<file path="src/rtl/mm2_pkg.sv">
// mm2_pkg: shared types and constants for the murmur2 hash engine.
// Holds the multiply constants, register indexes, sequencer states and the byte mask helper.
// No dependencies.
package mm2_pkg;

    localparam logic [63:0] MUL64   = 64'hc6a4a7935bd1e995;
    localparam logic [31:0] MUL32   = 32'h5bd1e995;
    localparam int          SHIFT64 = 47;
    localparam int          SHIFT32 = 24;
    localparam int          FIN32A  = 13;
    localparam int          FIN32B  = 15;

    localparam logic [7:0] CFG_SEED = 8'd0;
    localparam logic [7:0] CFG_MODE = 8'd1;

    localparam logic [3:0] FULL_COUNT = 4'd8;
    localparam logic [3:0] WORD_COUNT = 4'd4;

    typedef enum logic [3:0] {
        ST_IDLE,
        ST_DISPATCH,
        ST_LEN,
        ST_K1,
        ST_K2,
        ST_HM,
        ST_TAIL,
        ST_FIN,
        ST_OUT
    } mm2_state_t;

    // keep the low n bytes of a word; n of 8 or more keeps all
    function automatic logic [63:0] byte_mask(input logic [3:0] n);
        logic [63:0] m;
        m = '0;
        for (int i = 0; i < 8; i++) begin
            if (4'(i) < n) begin
                m[8*i +: 8] = 8'hff;
            end
        end
        return m;
    endfunction

endpackage

</file>
<file path="src/rtl/murmur2_hash_engine_top.sv">
// murmur2_hash_engine_top: MurmurHash64A / MurmurHash2 over a stream of 8-byte items.
// Iterative datapath around one 32x32 multiplier under a small sequencer.
// Depends on mm2_pkg.
//
//  channel   | direction | ports                                          | transfer when
//  ----------+-----------+------------------------------------------------+------------------------
//  input     | in        | s_data_bytes s_byte_count s_total_length s_last | s_valid && s_ready
//  result    | out       | m_hash_value                                   | m_valid && m_ready
//  config    | in        | cfg_index cfg_data                             | cfg_valid && cfg_ready
//
//  Steps: one 32x32 multiplier does all products. A 64-bit product is built from three
//  partial products plus the final sum, a 32-bit one from a single product. Each item is
//  accepted and dispatched, and each block, tail or final mix adds a dispatch step and
//  its multiplies; the first item of a mode 0 message also multiplies the length, and the
//  last item adds the final mix and a step to load the result register.
//  Reset: synchronous active-low aresetn; clears seed, mode, running hash, and marks the
//  next item as the start of a message.
//  Stalls: s_ready is high only while the sequencer is idle. A held result in the output
//  register does not block the next input; only a second result waits for it.
module murmur2_hash_engine_top
    import mm2_pkg::*;
(
    input  logic        aclk,
    input  logic        aresetn,

    input  logic        s_valid,
    output logic        s_ready,
    input  logic [63:0] s_data_bytes,
    input  logic [3:0]  s_byte_count,
    input  logic [31:0] s_total_length,
    input  logic        s_last,

    output logic        m_valid,
    input  logic        m_ready,
    output logic [63:0] m_hash_value,

    input  logic        cfg_valid,
    output logic        cfg_ready,
    input  logic [7:0]  cfg_index,
    input  logic [63:0] cfg_data
);

    mm2_state_t state_reg, state_next, disp_state;

    logic [1:0]  ph_reg, ph_next;
    logic [63:0] prod_reg;          // registered multiplier output
    logic [63:0] acc_reg, acc_next; // partial product sum, mode 0
    logic [63:0] x_reg, x_next;     // multiplier operand
    logic [63:0] h_reg, h_next;     // running hash
    logic [31:0] k_reg, k_next;     // mixed block word, mode 1
    logic [63:0] d_reg, d_next;     // item data, shifted down as words are used
    logic [3:0]  rest_reg, rest_next;
    logic [31:0] len_reg;
    logic        last_reg;
    logic        first_reg, first_next;
    logic        fin_reg, fin_next;
    logic        start_reg;         // next item opens a message
    logic [63:0] seed_reg;
    logic        mode_reg;
    logic [63:0] hash_out_reg;
    logic        m_valid_reg;

    logic        s_xfer;
    logic        in_mul;
    logic        mul_done;
    logic [31:0] mul_a, mul_b;
    logic [63:0] mul_p;
    logic [63:0] p;
    logic [31:0] p32, h32, dmask32;
    logic [63:0] dmask;
    logic [3:0]  count_sat;
    logic        out_load;

    assign s_ready   = (state_reg == ST_IDLE);
    assign s_xfer    = s_valid && s_ready;
    assign cfg_ready = 1'b1;
    assign m_valid      = m_valid_reg;
    assign m_hash_value = hash_out_reg;

    assign count_sat = (s_byte_count > FULL_COUNT) ? FULL_COUNT : s_byte_count;

    assign in_mul = (state_reg == ST_LEN) || (state_reg == ST_K1) || (state_reg == ST_K2) ||
                    (state_reg == ST_HM)  || (state_reg == ST_TAIL) || (state_reg == ST_FIN);
    assign mul_done = in_mul && (mode_reg ? (ph_reg == 2'd1) : (ph_reg == 2'd3));

    // shared multiplier: mode 0 walks lo*lo, lo*hi, hi*lo of the 64-bit product
    always_comb begin
        mul_a = x_reg[31:0];
        mul_b = mode_reg ? MUL32 : MUL64[31:0];
        if (!mode_reg) begin
            unique case (ph_reg)
                2'd1: begin
                    mul_b = MUL64[63:32];
                end
                2'd2: begin
                    mul_a = x_reg[63:32];
                end
                default: begin
                end
            endcase
        end
    end
    assign mul_p = {32'b0, mul_a} * {32'b0, mul_b};

    assign p   = mode_reg ? {32'b0, prod_reg[31:0]} : (acc_reg + {prod_reg[31:0], 32'b0});
    assign p32 = p[31:0];
    assign h32 = h_reg[31:0];

    assign dmask   = d_reg & byte_mask(rest_reg);
    assign dmask32 = dmask[31:0];

    // what the dispatch step starts next
    always_comb begin
        priority if (!mode_reg && first_reg) begin
            disp_state = ST_LEN;
        end else if (!mode_reg && rest_reg == FULL_COUNT) begin
            disp_state = ST_K1;
        end else if (mode_reg && rest_reg >= WORD_COUNT) begin
            disp_state = ST_K1;
        end else if (rest_reg != 4'd0) begin
            disp_state = ST_TAIL;
        end else if (last_reg && !fin_reg) begin
            disp_state = ST_FIN;
        end else if (last_reg) begin
            disp_state = ST_OUT;
        end else begin
            disp_state = ST_IDLE;
        end
    end

    // next state
    always_comb begin
        state_next = state_reg;
        ph_next    = 2'd0;
        if (in_mul && !mul_done) begin
            ph_next = ph_reg + 2'd1;
        end
        unique case (state_reg)
            ST_IDLE: begin
                if (s_valid) state_next = ST_DISPATCH;
            end
            ST_DISPATCH: begin
                state_next = disp_state;
            end
            ST_LEN, ST_HM, ST_TAIL, ST_FIN: begin
                if (mul_done) state_next = ST_DISPATCH;
            end
            ST_K1: begin
                if (mul_done) state_next = ST_K2;
            end
            ST_K2: begin
                if (mul_done) state_next = ST_HM;
            end
            ST_OUT: begin
                if (!m_valid_reg || m_ready) state_next = ST_IDLE;
            end
            default: begin
                state_next = ST_IDLE;
            end
        endcase
    end

    // datapath updates
    always_comb begin
        x_next     = x_reg;
        h_next     = h_reg;
        k_next     = k_reg;
        d_next     = d_reg;
        rest_next  = rest_reg;
        first_next = first_reg;
        fin_next   = fin_reg;
        acc_next   = acc_reg;
        out_load   = 1'b0;

        if (ph_reg == 2'd1) begin
            acc_next = prod_reg;
        end else if (ph_reg == 2'd2) begin
            acc_next = acc_reg + {prod_reg[31:0], 32'b0};
        end

        unique case (state_reg)
            ST_IDLE: begin
                if (s_xfer) begin
                    d_next     = s_data_bytes;
                    rest_next  = count_sat;
                    fin_next   = 1'b0;
                    first_next = start_reg && !mode_reg;
                    if (mode_reg) begin
                        h_next = start_reg ? {32'b0, seed_reg[31:0] ^ s_total_length}
                                           : {32'b0, h32};
                    end
                end
            end
            ST_DISPATCH: begin
                unique case (disp_state)
                    ST_LEN: begin
                        x_next = {32'b0, len_reg};
                    end
                    ST_K1: begin
                        if (mode_reg) begin
                            x_next    = {32'b0, d_reg[31:0]};
                            d_next    = {32'b0, d_reg[63:32]};
                            rest_next = rest_reg - WORD_COUNT;
                        end else begin
                            x_next    = d_reg;
                            rest_next = 4'd0;
                        end
                    end
                    ST_TAIL: begin
                        x_next    = mode_reg ? {32'b0, h32 ^ dmask32} : (h_reg ^ dmask);
                        rest_next = 4'd0;
                    end
                    ST_FIN: begin
                        x_next = mode_reg ? {32'b0, h32 ^ (h32 >> FIN32A)}
                                          : (h_reg ^ (h_reg >> SHIFT64));
                    end
                    default: begin
                    end
                endcase
            end
            ST_LEN: begin
                if (mul_done) begin
                    h_next     = seed_reg ^ p;
                    first_next = 1'b0;
                end
            end
            ST_K1: begin
                if (mul_done) begin
                    x_next = mode_reg ? {32'b0, p32 ^ (p32 >> SHIFT32)} : (p ^ (p >> SHIFT64));
                end
            end
            ST_K2: begin
                if (mul_done) begin
                    if (mode_reg) begin
                        k_next = p32;
                        x_next = {32'b0, h32};
                    end else begin
                        x_next = h_reg ^ p;
                    end
                end
            end
            ST_HM: begin
                if (mul_done) begin
                    h_next = mode_reg ? {32'b0, p32 ^ k_reg} : p;
                end
            end
            ST_TAIL: begin
                if (mul_done) begin
                    h_next = p;
                end
            end
            ST_FIN: begin
                if (mul_done) begin
                    fin_next = 1'b1;
                    h_next   = mode_reg ? {32'b0, p32 ^ (p32 >> FIN32B)} : (p ^ (p >> SHIFT64));
                end
            end
            ST_OUT: begin
                out_load = !m_valid_reg || m_ready;
            end
            default: begin
            end
        endcase
    end

    // control and state registers
    always_ff @(posedge aclk) begin
        if (!aresetn) begin
            state_reg   <= ST_IDLE;
            ph_reg      <= 2'd0;
            start_reg   <= 1'b1;
            first_reg   <= 1'b0;
            fin_reg     <= 1'b0;
            last_reg    <= 1'b0;
            m_valid_reg <= 1'b0;
            seed_reg    <= '0;
            mode_reg    <= 1'b0;
            h_reg       <= '0;
        end else begin
            state_reg <= state_next;
            ph_reg    <= ph_next;
            first_reg <= first_next;
            fin_reg   <= fin_next;
            h_reg     <= h_next;
            if (s_xfer) begin
                start_reg <= s_last;
                last_reg  <= s_last;
            end
            if (cfg_valid && cfg_ready) begin
                if (cfg_index == CFG_SEED) seed_reg <= cfg_data;
                if (cfg_index == CFG_MODE) mode_reg <= cfg_data[0];
            end
            if (out_load) begin
                m_valid_reg <= 1'b1;
            end else if (m_ready) begin
                m_valid_reg <= 1'b0;
            end
        end
    end

    // payload registers
    always_ff @(posedge aclk) begin
        prod_reg <= mul_p;
        acc_reg  <= acc_next;
        x_reg    <= x_next;
        k_reg    <= k_next;
        d_reg    <= d_next;
        rest_reg <= rest_next;
        if (s_xfer) len_reg <= s_total_length;
        if (out_load) hash_out_reg <= h_reg;
    end

    // checks
    a_accept_busy: assert property (@(posedge aclk) disable iff (!aresetn)
        s_xfer |=> (state_reg == ST_DISPATCH) && !s_ready)
        else $error("accepted item did not start the sequencer");

    a_result_from_out: assert property (@(posedge aclk) disable iff (!aresetn)
        $rose(m_valid_reg) |-> $past(state_reg == ST_OUT))
        else $error("result raised outside the output step");

    a_fin_only_last: assert property (@(posedge aclk) disable iff (!aresetn)
        fin_reg |-> last_reg)
        else $error("final mix on an item not marked last");

    a_rest_range: assert property (@(posedge aclk) disable iff (!aresetn)
        (state_reg != ST_IDLE) |-> (rest_reg <= FULL_COUNT))
        else $error("byte count out of range");

    a_out_held: assert property (@(posedge aclk) disable iff (!aresetn)
        (m_valid_reg && !m_ready) |=> m_valid_reg)
        else $error("held result dropped");

endmodule

</file>
<file path="config.mk">
export PLATFORM = sky130hd
export DESIGN_NAME = murmur2_hash_engine_top
export DESIGN_NICKNAME = d
export VERILOG_FILES = /design/src/rtl/mm2_pkg.sv /design/src/rtl/murmur2_hash_engine_top.sv
export SDC_FILE = /design/constraint.sdc
export NUM_CORES = 2
export LEC_CHECK = 0
export BUFFER_PORTS_ARGS = -buffer_cell sky130_fd_sc_hd__buf_2
export CAP_MARGIN = 20
export CELL_PAD_IN_SITES_DETAIL_PLACEMENT = 0
export CELL_PAD_IN_SITES_GLOBAL_PLACEMENT = 1
export CORE_UTILIZATION = 54
export DETAILED_ROUTE_END_ITERATION = 8
export MAX_ROUTING_LAYER = met4
export PLACE_DENSITY_LB_ADDON = 0.1
export SLEW_MARGIN = 30
export SYNTH_ARGS = -nofsm -noshare
export SYNTH_HDL_FRONTEND = slang
export SYNTH_SLANG_ARGS = --single-unit
</file>
<file path="constraint.sdc">
create_clock -name aclk -period 14.8 [get_ports aclk]
set_input_delay 0.74 -clock aclk [delete_from_list [all_inputs] [get_ports aclk]]
set_output_delay 0.74 -clock aclk [all_outputs]
set_load 0.03 [all_outputs]
</file>
Word level (Yosys, flattened, before mapping)
Cells that the tools add are included.
W data, S select, Z words.
{"block": "totals", "romBits": 0, "n_memories": 0, "reg_bits": 528, "output_inout_bits": 67, "latch_bits": 0, "mem_bits_rw": 0}
{"block": "classes", "n_addsub": 3, "div": 0, "mux": 65, "shifts": 0, "mul": 1, "n_reduce_logical": 41, "magnitude_cmp": 10, "n_eq_ne": 33, "bitwise": 12}
{"cell": "$mux W64", "n": 21}
{"cell": "$pmux W64 S5", "n": 1}
{"cell": "$pmux W64 S4", "n": 1}
{"cell": "$pmux W64 S3", "n": 1}
{"cell": "$xor A64 B64 Y64", "n": 3}
{"cell": "$mux W32", "n": 5}
{"cell": "$pmux W64 S2", "n": 1}
{"cell": "$xor A64 B17 Y64", "n": 2}
{"cell": "$xor A32 B32 Y32", "n": 3}
{"cell": "$add A64 B64 Y64", "n": 1}
{"cell": "$and A64 B64 Y64", "n": 1}
{"cell": "$mul A32 B32 Y64", "n": 1}
{"cell": "$mux W8", "n": 8}
{"cell": "$mux W4", "n": 14}
{"cell": "$xor A32 B17 Y32", "n": 1}
{"cell": "$xor A32 B19 Y32", "n": 1}
{"cell": "$xor A32 B8 Y32", "n": 1}
{"cell": "$eq A4 B3 Y1 const B", "n": 6}
{"cell": "$pmux W4 S6", "n": 1}
{"cell": "$ne A2 B2 Y1 const B", "n": 11}
{"cell": "$eq A4 B2 Y1 const B", "n": 4}
{"cell": "$lt A3 B4 Y1 const A", "n": 4}
{"cell": "$pmux W4 S2", "n": 2}
{"cell": "$reduce_and A3 Y1", "n": 4}
{"cell": "other kinds (31)", "n": 67}

Logic depth before layout (Yosys ltp)
{"block": "depth", "depth_word": 10, "mapped_depth": 36, "depth_no_buf": 33}

Least setup slack after synthesis
Ideal clock, no wire load.
{"block": "synth_path", "path_type": "reg-to-reg", "startpoint": "register ph_reg[0]", "endpoint": "register prod_reg[61]", "setup_slack_ps": 5697, "setup_ps": 134, "n_path_buf": 4, "t_arrival_ps": 8969, "stages_incl_launch_ff": 33, "path_cell_list": "dfxtp_1 inv_1 ha_1 nor2b_1 clkbuf_1 buf_1 clkbuf_1 mux2i_1 inv_1 nand2_1 inv_1 fa_1 inv_1 fa_1 inv_1 fa_1 fa_1 fa_1 fa_1 fa_1 fa_1 ha_1 clkbuf_1 a21o_1 o21bai_1 a21oi_1 o211ai_1 a21oi_1 a21oi_1 a221o_1 a2111oi_0 or4_1 o2111ai_1"}
{"block": "synth_between", "elab_chain_cells": 4, "elab_cells_between_ends": 7, "cone_classes": "mul: 1; eq/ne: 2; mux: 4"}
{"item": "start, declared", "line_no": "murmur2_hash_engine_top.sv:45", "text": "logic [1:0] ph_reg, ph_next;"}
{"item": "start signal, assigned", "line_no": "murmur2_hash_engine_top.sv:281", "text": "ph_reg <= ph_next;"}
{"item": "$eq A2 B2 Y1 / $eq A2 B1 Y1 (equally long branches)", "line_no": "murmur2_hash_engine_top.sv:91", "text": "unique case (ph_reg)"}
{"item": "$mux W32", "line_no": "murmur2_hash_engine_top.sv:91"}
{"item": "$mux W32", "line_no": "murmur2_hash_engine_top.sv:90", "text": "if (!mode_reg) begin"}
{"item": "$mul A32 B32 Y64 *", "line_no": "murmur2_hash_engine_top.sv:103", "text": "assign mul_p = {32'b0, mul_a} * {32'b0, mul_b};"}
{"item": "named net mul_p[61]", "line_no": "murmur2_hash_engine_top.sv:67", "text": "logic [63:0] mul_p;"}
{"item": "end signal, assigned", "line_no": "murmur2_hash_engine_top.sv:303", "text": "prod_reg <= mul_p;"}
{"item": "end, declared", "line_no": "murmur2_hash_engine_top.sv:46", "text": "logic [63:0] prod_reg;"}
The timed path passes the listed nets; every way through them passes the cells marked *.
A chain may end at the register's enable or synchronous reset.

Worst setup path in the final report
{"block": "layout_path", "startpoint": "register ph_reg[0]", "endpoint": "register prod_reg[60]"}
The elaborated chain is that of the path after synthesis.

==> flow_summary_export.csv <==
group,metric,value,unit
status,status,"complete, no violations",
floorplanning,die_x,308.3,um
timing,clock_skew,0.02963,ns
clocking,insertion_delay,0.65,ns
cells_and_area,layout.cells.most_common,"sky130_fd_sc_hd__inv_1",
setup_path,crit_path_start_kind,"register",
logic_synthesis,dominantRegCellSynth,"sky130_fd_sc_hd__edfxtp_1",
grt,grt_first_pass_wirelength,271200,um
placement,dp.final_hpwl,150700,um
detailed_routing,met3_length,22180,um
clocking,cts_post_setup_buffers_inserted,0,
detailed_routing,drt-met1-wl,78570,um
floorplanning,core.rowCount,111,
clocking,htree_num_levels,2,
detailed_routing,antenna_left,0,
logic_synthesis,mappedNetlistArea,0.05066,mm^2
logic_synthesis,synth_top_area_cell,"sky130_fd_sc_hd__fa_1",
floorplanning,die_height,308.3,um
timing,minimum_hold_slack,0.3030,ns
logic_synthesis,synth_enable_flop_cells,324,
grt,largest_net_degree_at_the_start_of_global_routing,73,
detailed_routing,routed_wirelength,189300,um
clocking,clock-sinks,528,
detailed_routing,wl_met2,80840,um
logic_synthesis,synth_top_area_share,25.68,%
placement,portBuffers,243,
timing,period_share,74.82,%
worst_hold_path,hold_path.class,"primary input to register",
clocking,postCtsResizedCells,0,
setup_path,worstPathMaxFanout,21,
floorplanning,starting_density,54.86,%
logic_synthesis,synthDistinctLibCells,86,
floorplanning,design.portCount,245,
timing,final-hold-violation-count,0,
logic_synthesis,yosysSeqAreaShare,27.26,%
floorplanning,die_area,0.09505,mm^2
cells_and_area,final_cell_mix,"784 x sky130_fd_sc_hd__inv_1, 650 x sky130_fd_sc_hd__fa_1, 589 x sky130_fd_sc_hd__nand2_1",
grt,grt.overflow.total,0,
clocking,tritoncts.num_buffers,54,
logic_synthesis,number_of_synthesized_register_bits,528,
setup_path,worstSetupPathType,"register to register",
clocking,cts_tree,"built",
timing,worst_pin_slew,1.152,ns
logic_synthesis,synth.area.top_cells,"sky130_fd_sc_hd__fa_1 26%, sky130_fd_sc_hd__edfxtp_1 19%, sky130_fd_sc_hd__ha_1 10%, sky130_fd_sc_hd__dfxtp_1 8.1%, sky130_fd_sc_hd__inv_1 5.8%",
detailed_routing,detail_route.drc_violations,0,
timing,layout_min_cycle_time,11.07,ns
detailed_routing,routed-via-count,40570,
timing,totalNegativeSetupSlack,0,ns
logic_synthesis,yosysWarnings,0,
timing,setup_viol_count_final,0,
cells_and_area,proportion_of_layout_cells_with_a_drive_suffix_above_1,9.342,%
logic_synthesis,avgSynthCellArea,9.872,um^2
grt,antenna_found_initial,18,
clocking,cts_max_path_buffers,3,
setup_path,crit_arrival,11.58,ns
grt,track_usage,41.30,%
setup_path,crit_path_top_delay_cell,"sky130_fd_sc_hd__mux2i_1",
setup_path,end_kind,"register",
detailed_routing,initialDrtViolationCount,5357,
detailed_routing,top_layer_used,"met4",
timing,rsz0062_at_grt,"false",
clocking,clkTransAtPathRegs,0.06,ns
job,reported_max_cap_violation_count,0,
clocking,clock-root-buffer,"sky130_fd_sc_hd__clkbuf_16",
detailed_routing,firstDrtPassIters,6,
logic_synthesis,syn-instance-count,5132,
setup_path,cpMostUsedCell,"sky130_fd_sc_hd__fa_1",
cells_and_area,fin_nets,6526,
clocking,cts_hold_buffers,0,
placement,dp_worst_setup_slack,3.909,ns
timing,post-route-worst-setup-slack,3.727,ns
timing,maximum_clock_frequency,0.09031,GHz
setup_path,critPathMaxStageDelay,0.78,ns
timing,worst_slew_margin_rel,22.40,%
placement,routability_congestion,1.035,
floorplanning,core-area,0.09236,mm^2
cells_and_area,layout_area_growth_over_synthesis,9.064,%
logic_synthesis,synth-async-reset-ratio,0,%
grt,first_global_vias,39080,
timing,drv_slew,0,
detailed_routing,avgRoutedWirePerCell,28.75,um
setup_path,cp.required,15.31,ns
detailed_routing,drt_via_density,6.160,
[worst paths after layout]
path	from	depth (start not counted)	to	slack, ns
setup / recovery	ph_reg[0]	28	prod_reg[60]	3.73
hold / removal	s_total_length[31]	1	len_reg[31]	0.30
setup reg to reg	ph_reg[0]	28	prod_reg[60]	3.73
hold reg to reg	seed_reg[40]	2	seed_reg[40]	0.47
[metrics by stage]
stage / instance area (um^2) / utilization (%) / std cells
CTS: 55180 / 59.75 / 6573
global placement: 53290 / 57.70 / 6473
floorplan: 50670 / - / 5133
detailed placement: 53300 / 57.72 / 6473
global route: 55250 / 59.82 / 6583
finish: 55260 / 59.83 / 6585
[cell usage after synthesis (18+ instances only)]
library cell and count:
sky130_fd_sc_hd__mux2i_1 39, sky130_fd_sc_hd__xor2_1 73, sky130_fd_sc_hd__nor2b_1 33, sky130_fd_sc_hd__a21o_1 72, sky130_fd_sc_hd__a21oi_1 282, sky130_fd_sc_hd__o21bai_1 25, sky130_fd_sc_hd__xnor2_1 142, sky130_fd_sc_hd__a221o_1 50
sky130_fd_sc_hd__buf_1 22, sky130_fd_sc_hd__and3_1 24, sky130_fd_sc_hd__and2_1 74, sky130_fd_sc_hd__edfxtp_1 324, sky130_fd_sc_hd__a22oi_1 47, sky130_fd_sc_hd__a211oi_1 20, sky130_fd_sc_hd__ha_1 411, sky130_fd_sc_hd__mux2_2 22
sky130_fd_sc_hd__nor3_1 21, sky130_fd_sc_hd__nand2_1 589, sky130_fd_sc_hd__a31oi_1 52, sky130_fd_sc_hd__a221oi_1 27, sky130_fd_sc_hd__or2_2 20, sky130_fd_sc_hd__o211ai_1 38, sky130_fd_sc_hd__o21ai_0 267, sky130_fd_sc_hd__nor2_1 263
sky130_fd_sc_hd__a311oi_1 27, sky130_fd_sc_hd__fa_1 650, sky130_fd_sc_hd__dfxtp_1 204, sky130_fd_sc_hd__inv_1 785, sky130_fd_sc_hd__o221ai_1 59, sky130_fd_sc_hd__nand4_1 18, sky130_fd_sc_hd__clkbuf_1 188, sky130_fd_sc_hd__nand3_1 59
[layout make-up]
| type | count | area, um^2 |
|---|---|---|
| fillers | 8057 | 37100 |
| multi-input cells | 3596 | 33210 |
| flip-flops and latches | 528 | 13820 |
| inverters | 787 | 2955 |
| repair buffers | 320 | 1810 |
| well taps | 1243 | 1555 |
| clock buffers | 69 | 1534 |
| clock inverters | 31 | 345.3 |
| diodes | 11 | 27.53 |
[cells by family (layout without fill, tap and decap cells)]
family | after synthesis | after routing | share of synthesized area, %
compound gates | 1097 | 1097 | 14.30
xor+xnor | 220 | 220 | 3.877
fa+ha+maj | 1061 | 1061 | 35.83
buf+inv | 1009 | 1207 | 7.510
flops | 528 | 528 | 27.26
mux | 61 | 61 | 1.260
other cells | 2 | 14 | 0.01482
simple gates | 1154 | 1154 | 9.943
[critical path, delay by kind of cell (launching register included)]
kind	cells	cell delay [ns]
compound gates	7	2.22
mux	1	0.78
simple gates	4	1.27
fa+ha+maj	10	4.82
buf+inv	6	1.47
flops	1	0.35
[layer usage]
metal,global-route usage (%),up-vias
met4,14.08,0
met2,58.13,2272
met5,-,-
li1,-,17610
met1,57.45,20310
met3,11.04,374
Power is not shown: default switching activity piles up to over one toggle a cycle in this logic, so the estimate is an artifact.
